File: src/sv/h2n_pkg.sv
// ----------------------------------------------------------------------------
// h2n_pkg
// Shared types, constants and the height table of the normal map generator.
// ----------------------------------------------------------------------------
package h2n_pkg;

   localparam int MAX_WIDTH  = 1024;
   localparam int MAX_HEIGHT = 1024;
   localparam int COL_W      = $clog2(MAX_WIDTH);
   localparam int ROW_W      = $clog2(MAX_HEIGHT);
   localparam int DIM_W      = 11;
   localparam int STEEP_W    = 16;
   localparam int COV_W      = 8;
   localparam int CODE_W     = 8;
   localparam int POS_W      = 10;
   localparam int H_W        = 16;
   localparam int G_W        = 24;
   localparam int PROD_W     = 2 * G_W;
   localparam int ROOT_W     = 24;
   localparam int RSP_W      = 48;

   localparam logic [STEEP_W-1:0] STEEP_RESET = 16'd256;

   typedef logic [1:0] csr_addr_type;
   localparam csr_addr_type CSR_IMAGE_WIDTH  = 2'd0;
   localparam csr_addr_type CSR_IMAGE_HEIGHT = 2'd1;
   localparam csr_addr_type CSR_STEEPNESS    = 2'd2;

   localparam longint CUBE_255  = 16581375;
   localparam longint CUBE_HALF = CUBE_255 / 2;

   typedef logic [H_W-1:0] height_lut_type [256];

   // smoothstep height in q0.16, rounded half up, saturated
   function automatic height_lut_type build_height_lut();
      height_lut_type t;
      longint         p;
      longint         h;
      for (int i = 0; i < 256; i++) begin
         p = longint'(i) * longint'(i) * longint'(765 - 2 * i);
         h = (p * 65536 + CUBE_HALF) / CUBE_255;
         if (h > 65535) begin
            h = 65535;
         end
         t[i] = h[H_W-1:0];
      end
      return t;
   endfunction

   localparam height_lut_type HEIGHT_LUT = build_height_lut();

   typedef enum logic [2:0] {
      ST_IDLE, ST_SEL, ST_READ, ST_CAPT, ST_START, ST_CALC, ST_PUSH, ST_DONE
   } st_type;

   typedef enum logic [3:0] {
      U_IDLE, U_MUL_X, U_MUL_Y, U_SQ_X, U_SQ_Y, U_SUM, U_SQRT, U_DIV_LOAD, U_DIV,
      U_DONE
   } unit_st_type;

   typedef struct packed {
      logic [COV_W-1:0] left;
      logic [COV_W-1:0] right;
      logic [COV_W-1:0] up;
      logic [COV_W-1:0] down;
   } nbr_type;

   typedef struct packed {
      logic [CODE_W-1:0] z;
      logic [CODE_W-1:0] y;
      logic [CODE_W-1:0] x;
   } code_type;

endpackage

File: src/sv/h2n_normal_unit.sv
// ----------------------------------------------------------------------------
// h2n_normal_unit
// Gradient, length and encoding of one normal on a shared multiplier, a
// bit-serial square root and a restoring divider.
// ----------------------------------------------------------------------------
module h2n_normal_unit (
   input  logic                            clock,
   input  logic                            reset,
   input  logic                            start,
   input  h2n_pkg::nbr_type                nbr,
   input  logic [h2n_pkg::STEEP_W-1:0]     steep,
   output logic                            done,
   output h2n_pkg::code_type               codes
);

   h2n_pkg::unit_st_type st_ff, st_in;

   logic                          sgnx_ff, sgnx_in, sgny_ff, sgny_in;
   logic [h2n_pkg::H_W-1:0]       magx_ff, magx_in, magy_ff, magy_in;
   logic [h2n_pkg::PROD_W-1:0]    prod_ff, prod_in;
   logic [h2n_pkg::G_W-1:0]       gx_ff, gx_in, gy_ff, gy_in;
   logic [h2n_pkg::PROD_W-1:0]    acc_ff, acc_in;
   logic [h2n_pkg::ROOT_W+2:0]    rem_ff, rem_in;
   logic [h2n_pkg::ROOT_W-1:0]    root_ff, root_in;
   logic [4:0]                    cnt_ff, cnt_in;
   logic [33:0]                   drem_ff, drem_in;
   logic [31:0]                   dden_ff, dden_in;
   logic [h2n_pkg::CODE_W-1:0]    q_ff, q_in;
   logic [1:0]                    comp_ff, comp_in;
   h2n_pkg::code_type             codes_ff, codes_in;

   logic [h2n_pkg::G_W-1:0]       mul_a, mul_b;
   logic [h2n_pkg::H_W-1:0]       hl, hr, hu, hd;
   logic signed [h2n_pkg::H_W:0]  diffx, diffy;
   logic [h2n_pkg::H_W:0]         absx, absy;
   logic [h2n_pkg::PROD_W-1:0]    grad_sum;
   logic [h2n_pkg::ROOT_W+2:0]    rem_sh, trial;
   logic signed [h2n_pkg::G_W:0]  vsel;
   logic signed [34:0]            num;

   always_ff @(posedge clock) begin
      if (reset) begin
         st_ff <= h2n_pkg::U_IDLE;
      end else begin
         st_ff <= st_in;
      end
      sgnx_ff  <= sgnx_in;
      sgny_ff  <= sgny_in;
      magx_ff  <= magx_in;
      magy_ff  <= magy_in;
      prod_ff  <= prod_in;
      gx_ff    <= gx_in;
      gy_ff    <= gy_in;
      acc_ff   <= acc_in;
      rem_ff   <= rem_in;
      root_ff  <= root_in;
      cnt_ff   <= cnt_in;
      drem_ff  <= drem_in;
      dden_ff  <= dden_in;
      q_ff     <= q_in;
      comp_ff  <= comp_in;
      codes_ff <= codes_in;
   end

   always_comb begin
      hl    = h2n_pkg::HEIGHT_LUT[nbr.left];
      hr    = h2n_pkg::HEIGHT_LUT[nbr.right];
      hu    = h2n_pkg::HEIGHT_LUT[nbr.up];
      hd    = h2n_pkg::HEIGHT_LUT[nbr.down];
      diffx = $signed({1'b0, hr}) - $signed({1'b0, hl});
      diffy = $signed({1'b0, hd}) - $signed({1'b0, hu});
      absx  = diffx[h2n_pkg::H_W] ? 17'(-diffx) : 17'(diffx);
      absy  = diffy[h2n_pkg::H_W] ? 17'(-diffy) : 17'(diffy);

      grad_sum = prod_ff + 48'd256;
      rem_sh   = {rem_ff[h2n_pkg::ROOT_W:0], acc_ff[h2n_pkg::PROD_W-1 -: 2]};
      trial    = {1'b0, root_ff, 2'b01};

      case (comp_ff)
         2'd0:    vsel = sgnx_ff ? -$signed({1'b0, gx_ff}) : $signed({1'b0, gx_ff});
         2'd1:    vsel = sgny_ff ? -$signed({1'b0, gy_ff}) : $signed({1'b0, gy_ff});
         default: vsel = 25'sd65536;
      endcase
      // 256*len + 255*v
      num = $signed({3'b000, root_ff, 8'h00}) + $signed({{2{vsel[h2n_pkg::G_W]}}, vsel, 8'h00})
            - 35'(vsel);

      st_in    = st_ff;
      sgnx_in  = sgnx_ff;
      sgny_in  = sgny_ff;
      magx_in  = magx_ff;
      magy_in  = magy_ff;
      gx_in    = gx_ff;
      gy_in    = gy_ff;
      acc_in   = acc_ff;
      rem_in   = rem_ff;
      root_in  = root_ff;
      cnt_in   = cnt_ff;
      drem_in  = drem_ff;
      dden_in  = dden_ff;
      q_in     = q_ff;
      comp_in  = comp_ff;
      codes_in = codes_ff;
      mul_a    = '0;
      mul_b    = '0;
      done     = 1'b0;

      case (st_ff)
         h2n_pkg::U_IDLE: begin
            if (start) begin
               // the normal points against the gradient
               sgnx_in = !diffx[h2n_pkg::H_W] && (diffx != '0);
               sgny_in = !diffy[h2n_pkg::H_W] && (diffy != '0);
               magx_in = absx[h2n_pkg::H_W-1:0];
               magy_in = absy[h2n_pkg::H_W-1:0];
               st_in   = h2n_pkg::U_MUL_X;
            end
         end
         h2n_pkg::U_MUL_X: begin
            mul_a = h2n_pkg::G_W'(magx_ff);
            mul_b = h2n_pkg::G_W'(steep);
            st_in = h2n_pkg::U_MUL_Y;
         end
         h2n_pkg::U_MUL_Y: begin
            mul_a = h2n_pkg::G_W'(magy_ff);
            mul_b = h2n_pkg::G_W'(steep);
            gx_in = grad_sum[h2n_pkg::G_W+8:9];
            st_in = h2n_pkg::U_SQ_X;
         end
         h2n_pkg::U_SQ_X: begin
            mul_a = gx_ff;
            mul_b = gx_ff;
            gy_in = grad_sum[h2n_pkg::G_W+8:9];
            st_in = h2n_pkg::U_SQ_Y;
         end
         h2n_pkg::U_SQ_Y: begin
            mul_a  = gy_ff;
            mul_b  = gy_ff;
            acc_in = prod_ff;
            st_in  = h2n_pkg::U_SUM;
         end
         h2n_pkg::U_SUM: begin
            acc_in  = acc_ff + prod_ff + 48'h1_0000_0000;
            rem_in  = '0;
            root_in = '0;
            cnt_in  = '0;
            st_in   = h2n_pkg::U_SQRT;
         end
         h2n_pkg::U_SQRT: begin
            acc_in = {acc_ff[h2n_pkg::PROD_W-3:0], 2'b00};
            if (rem_sh >= trial) begin
               rem_in  = rem_sh - trial;
               root_in = {root_ff[h2n_pkg::ROOT_W-2:0], 1'b1};
            end else begin
               rem_in  = rem_sh;
               root_in = {root_ff[h2n_pkg::ROOT_W-2:0], 1'b0};
            end
            cnt_in = cnt_ff + 5'd1;
            if (cnt_ff == 5'(h2n_pkg::ROOT_W - 1)) begin
               comp_in = '0;
               st_in   = h2n_pkg::U_DIV_LOAD;
            end
         end
         h2n_pkg::U_DIV_LOAD: begin
            drem_in = (num > 0) ? num[33:0] : '0;
            dden_in = {root_ff, 8'h00};
            q_in    = '0;
            cnt_in  = '0;
            st_in   = h2n_pkg::U_DIV;
         end
         h2n_pkg::U_DIV: begin
            if (drem_ff >= 34'(dden_ff)) begin
               drem_in = drem_ff - 34'(dden_ff);
               q_in    = {q_ff[h2n_pkg::CODE_W-2:0], 1'b1};
            end else begin
               q_in    = {q_ff[h2n_pkg::CODE_W-2:0], 1'b0};
            end
            dden_in = dden_ff >> 1;
            cnt_in  = cnt_ff + 5'd1;
            if (cnt_ff == 5'(h2n_pkg::CODE_W - 1)) begin
               case (comp_ff)
                  2'd0:    codes_in.x = q_in;
                  2'd1:    codes_in.y = q_in;
                  default: codes_in.z = q_in;
               endcase
               comp_in = comp_ff + 2'd1;
               st_in   = (comp_ff == 2'd2) ? h2n_pkg::U_DONE : h2n_pkg::U_DIV_LOAD;
            end
         end
         h2n_pkg::U_DONE: begin
            done  = 1'b1;
            st_in = h2n_pkg::U_IDLE;
         end
         default: begin
            st_in = h2n_pkg::U_IDLE;
         end
      endcase

      prod_in = mul_a * mul_b;
   end

   assign codes = codes_ff;

endmodule

File: config.mk
export PLATFORM = sky130hd
export DESIGN_NAME = h2n_normal_unit
export DESIGN_NICKNAME = d
export VERILOG_FILES = /design/src/sv/h2n_pkg.sv /design/src/sv/h2n_normal_unit.sv
export SDC_FILE = /design/constraint.sdc
export NUM_CORES = 2
export LEC_CHECK = 0
export ABC_CLOCK_PERIOD_IN_PS = 9500
export BUFFER_PORTS_ARGS = -buffer_cell sky130_fd_sc_hd__buf_4
export CORE_AREA = 2 2 329 331
export DETAILED_ROUTE_END_ITERATION = 16
export DIE_AREA = 0 0 331 333
export PLACE_DENSITY = 0.73
export SYNTH_ARGS = -nofsm -noshare
export SYNTH_HDL_FRONTEND = slang
export SYNTH_SLANG_ARGS = --single-unit
File: constraint.sdc
create_clock -name clock -period 9.5 [get_ports clock]
set_input_delay 0.95 -clock clock [delete_from_list [all_inputs] [get_ports clock]]
set_output_delay 0.95 -clock clock [all_outputs]
set_load 0.005 [all_outputs]
==> key figures <==
STA
  • Max-slew violations: 0
  • Max Fclk: ~110 MHz
  • Fin Clk Skew: ~33 ps
  • Tmin final: between 9000 and 10,000 ps
  • Max_slew headroom: about 17%
  • RSZ-0062 raised after global routing: no
  • Worst-margin pin slew: around 1200 ps
  • Setup total negative slack: 0 ps
  • Final setup fails: 0
  • Endpoints failing hold: 0
  • Post-route clock period utilization: between 90% and 100%

Drt
  • Drt first pass iters: 7
  • Drc violations: 0
  • Routed len/inst: 25.3 um
  • Met1 wire length: 87.1 mm
  • Met2 wire length: 95.9 mm
  • Routed via count: ~57,000
  • Routed WL: around 220 mm
  • Routed length on met3: approximately 25 mm
  • Top routing layer in use: met4
  • Via/cell ratio: around 6.5
  • Post-DRT Antenna Nets: 0
  • Number of DRC markers in iteration 0: roughly 8,000

Clock network
  • CTS Sinks: approximately 340
  • # hold bufs at CTS: 0
  • Number of buffers created by CTS: 38
  • Max clock buf depth: 3
  • H-tree levels: 2
  • CTS tree: done
  • Worst-Skew Late Latency: around 600 ps
  • Reg clk slew, reported paths: about 70 ps
  • Clk root buf: clkbuf_16

Worst setup path
  • Reg2reg start: st_ff[3]$_SDFFE_PP0P_
  • Crit-path max cell delay: ~560 ps
  • Startpoint type of the worst setup path: flop
  • Critical Path RT: 10,020 ps
  • Critical path's most frequent cell: fa_1
  • Setup CP Type: flop to flop
  • Buf/Inv on CP: 9
  • Internal reg-to-reg setup slack: between 300 and 400 ps
  • Worst reg2reg path endpoint: prod_ff[46]$_DFF_P_
  • CP arrival: 9650 ps
  • CP max FO: 27
  • Crit path capture type: flop
  • Critical path depth in cells: 32
  • CP max-delay cell: and2_1
  • Worst reg2reg path depth: 32
  • Cell family with most CP delay: adder cells

Hold path
  • Hold crit path type: flop to flop
  • Hold depth: 0
  • Hold wc startpoint: q_ff[6]$_SDFFCE_PN0P_
  • Hold Path End: codes[7]$_DFFE_PP_

Job
  • Maxcap violations: 0

Global route
  • Vias in the first global route: ~55,000
  • Total grt overflow: 0
  • Global Route Usage Sum: roughly 39%
  • Initial antenna violation count: 2
  • Largest net degree at the start of global routing: 99
  • First-pass GRT wire length: 333 mm

Yosys
  • Synth cell types: between 80 and 90
  • Syn_area_per_cell: between 7 and 8 um2
  • Syn_nets: approximately 8,500
  • Ys flop type: edfxtp_1
  • Sequential cell area fraction in the yosys report: around 16%
  • Async S/R FF share, synth: 0%
  • Seq cells post-synth: between 300 and 400
  • Mapped Cells: roughly 7,500
  • Synth warnings: 0
  • Area of the mapped netlist: 58,100 um2
  • Post-synth EDFFs: between 200 and 300

Placement
  • GP Congestion: between 1 and 1.5
  • Port bufs: between 70 and 80
  • Final HPWL DP: around 170 mm
  • Placed cell count: approximately 8,600

Die
  • Core area: approximately 110,000 um2
  • Initial Util: between 50% and 60%
  • Die Y: around 330 um
  • Die area: 110,000 um2
  • Num rows: 120
  • I/O pin cnt: 76
  • Die Span X: 331 um

Layout
  • Layout cell share with drive strength beyond 1: under 10%
  • Net count, final: 8,315
  • Most common library cell in the layout ignoring fill and taps: inv_1
  • Final std cells w/o fill: between 8,000 and 9,000
  • Layout fillers: 9,974
  • Layout area overhead: 5.26%
  • Most frequent cells in the layout: inv_1, nand2_1, nor2_1

Outcome
  • Status: finished clean

Power and ir drop
  • Leakage: 27.0 nW
  • Worst vdd ir: ~0.14 mV
  • PD cells: around 120 nW/um2
worst max-delay path by stage:
stage	from	to	slack [ps]
2_1_floorplan	st_ff[1]$_SDFFE_PP0P_	prod_ff[45]$_DFF_P_	80
3_3_place_gp	st_ff[3]$_SDFFE_PP0P_	prod_ff[45]$_DFF_P_	380
3_5_place_dp	st_ff[3]$_SDFFE_PP0P_	prod_ff[45]$_DFF_P_	300
4_1_cts	st_ff[1]$_SDFFE_PP0P_	prod_ff[45]$_DFF_P_	270
5_1_grt	st_ff[2]$_SDFFE_PP0P_	prod_ff[45]$_DFF_P_	30
6_report	st_ff[3]$_SDFFE_PP0P_	prod_ff[46]$_DFF_P_	370
logic make-up after synthesis:
kind of cell / after synthesis / synth area share [%]
AOI/OAI and AO/OA: 2087 / 22.7
xor gates and xnor gates: 296 / 4.46
adders and majority gates: 993 / 27.8
buffers and inverters: 1404 / 9.08
DFF: 335 / 16.4
muxes: 80 / 2.01
and+or+nand+nor: 2290 / 17.5
cell usage after synthesis, drive strengths merged, types with 43 or more instances:
cell type	number	area, um2
inv	908	3410
nand2	822	3090
nor2	749	2810
a21oi	556	2780
o21ai	542	2710
fa	499	9990
ha	494	6180
clkbuf	409	1540
edfxtp	283	8500
xnor2	209	1830
nor3	163	827
nand3	140	701
a211oi	110	826
a22oi	91	683
a31oi	89	557
xor2	87	762
a21o	81	608
o211ai	78	586
buf	75	289
nand2b	70	438
o22ai	69	432
nor2b	61	382
o31ai	56	420
and2	52	325
dfxtp	52	1040
mux2i	45	450
a311oi	44	385
and3	44	275
a221oi	43	377
layout make-up:
cell class | count | area (um2) | area share (%)
Tap cell | 1403 | 1760 | 2.87
Clock buffer | 44 | 995 | 1.63
Antenna cell | 2 | 5.00 | 0.00818
Clock inverter | 26 | 269 | 0.440
Multi-Input combinational cell | 5746 | 43400 | 70.9
Sequential cell | 335 | 9540 | 15.6
Timing Repair Buffer | 230 | 1760 | 2.88
Inverter | 920 | 3450 | 5.64
timing repair:
action | in CTS | in global routing
setup buffers | 0 | 0
setup endpoints to repair | 0 | 5
gates resized for setup | 0 | 13
flip-flops by register name, summed over array words and instances (netlist names):
register  flops
gy_ff        24
cnt_ff        5
st_ff         4
magy_ff      16
sgnx_ff       1
rem_ff       25
gx_ff        24
magx_ff      16
drem_ff      34
root_ff      24
dden_ff      32
prod_ff      48
sgny_ff       1
comp_ff       2
acc_ff       48
codes        24
q_ff          7
stage by stage:
stage | hold WS, ps | utilization [%] | power, W | instance area [um2] | setup WS (ps)
3_5_place_dp | 478 | 56.2 | 0.00582 | 59900 | 305
6_report | 479 | 57.4 | 0.00747 | 61200 | 367
2_1_floorplan | 440 | - | 0.00450 | 58100 | 77.6
5_1_grt | 486 | 57.4 | 0.00787 | 61200 | 31.3
4_1_cts | 473 | 57.4 | 0.00736 | 61100 | 266
3_3_place_gp | 452 | 56.2 | 0.00579 | 59900 | 378
per-layer routing:
layer | track usage [%] | up-vias
li1 | - | 25500
met1 | 53.3 | 27200
met2 | 59.1 | 3512
met3 | 8.56 | 696
met4 | 18.3 | 0
met5 | 0 | -
worst reg2reg max path, delay by kind of cell, from the launching register on:
family	cells	cell delay, ps
xor+xnor	1	200
buf+inv	9	1210
fa+ha+maj	8	3690
simple gates	9	1950
flops	1	460
compound gates	5	1580
power breakdown:
group / total [W] / internal [W] / switching [W]
logic: 0.00395 / 0.00137 / 0.00258
clock network: 0.00153 / 0.000851 / 0.000679
registers: 0.00199 / 0.00179 / 0.000203
total: 0.00747 / 0.00401 / 0.00346
Power figures use the tool's default switching activity.
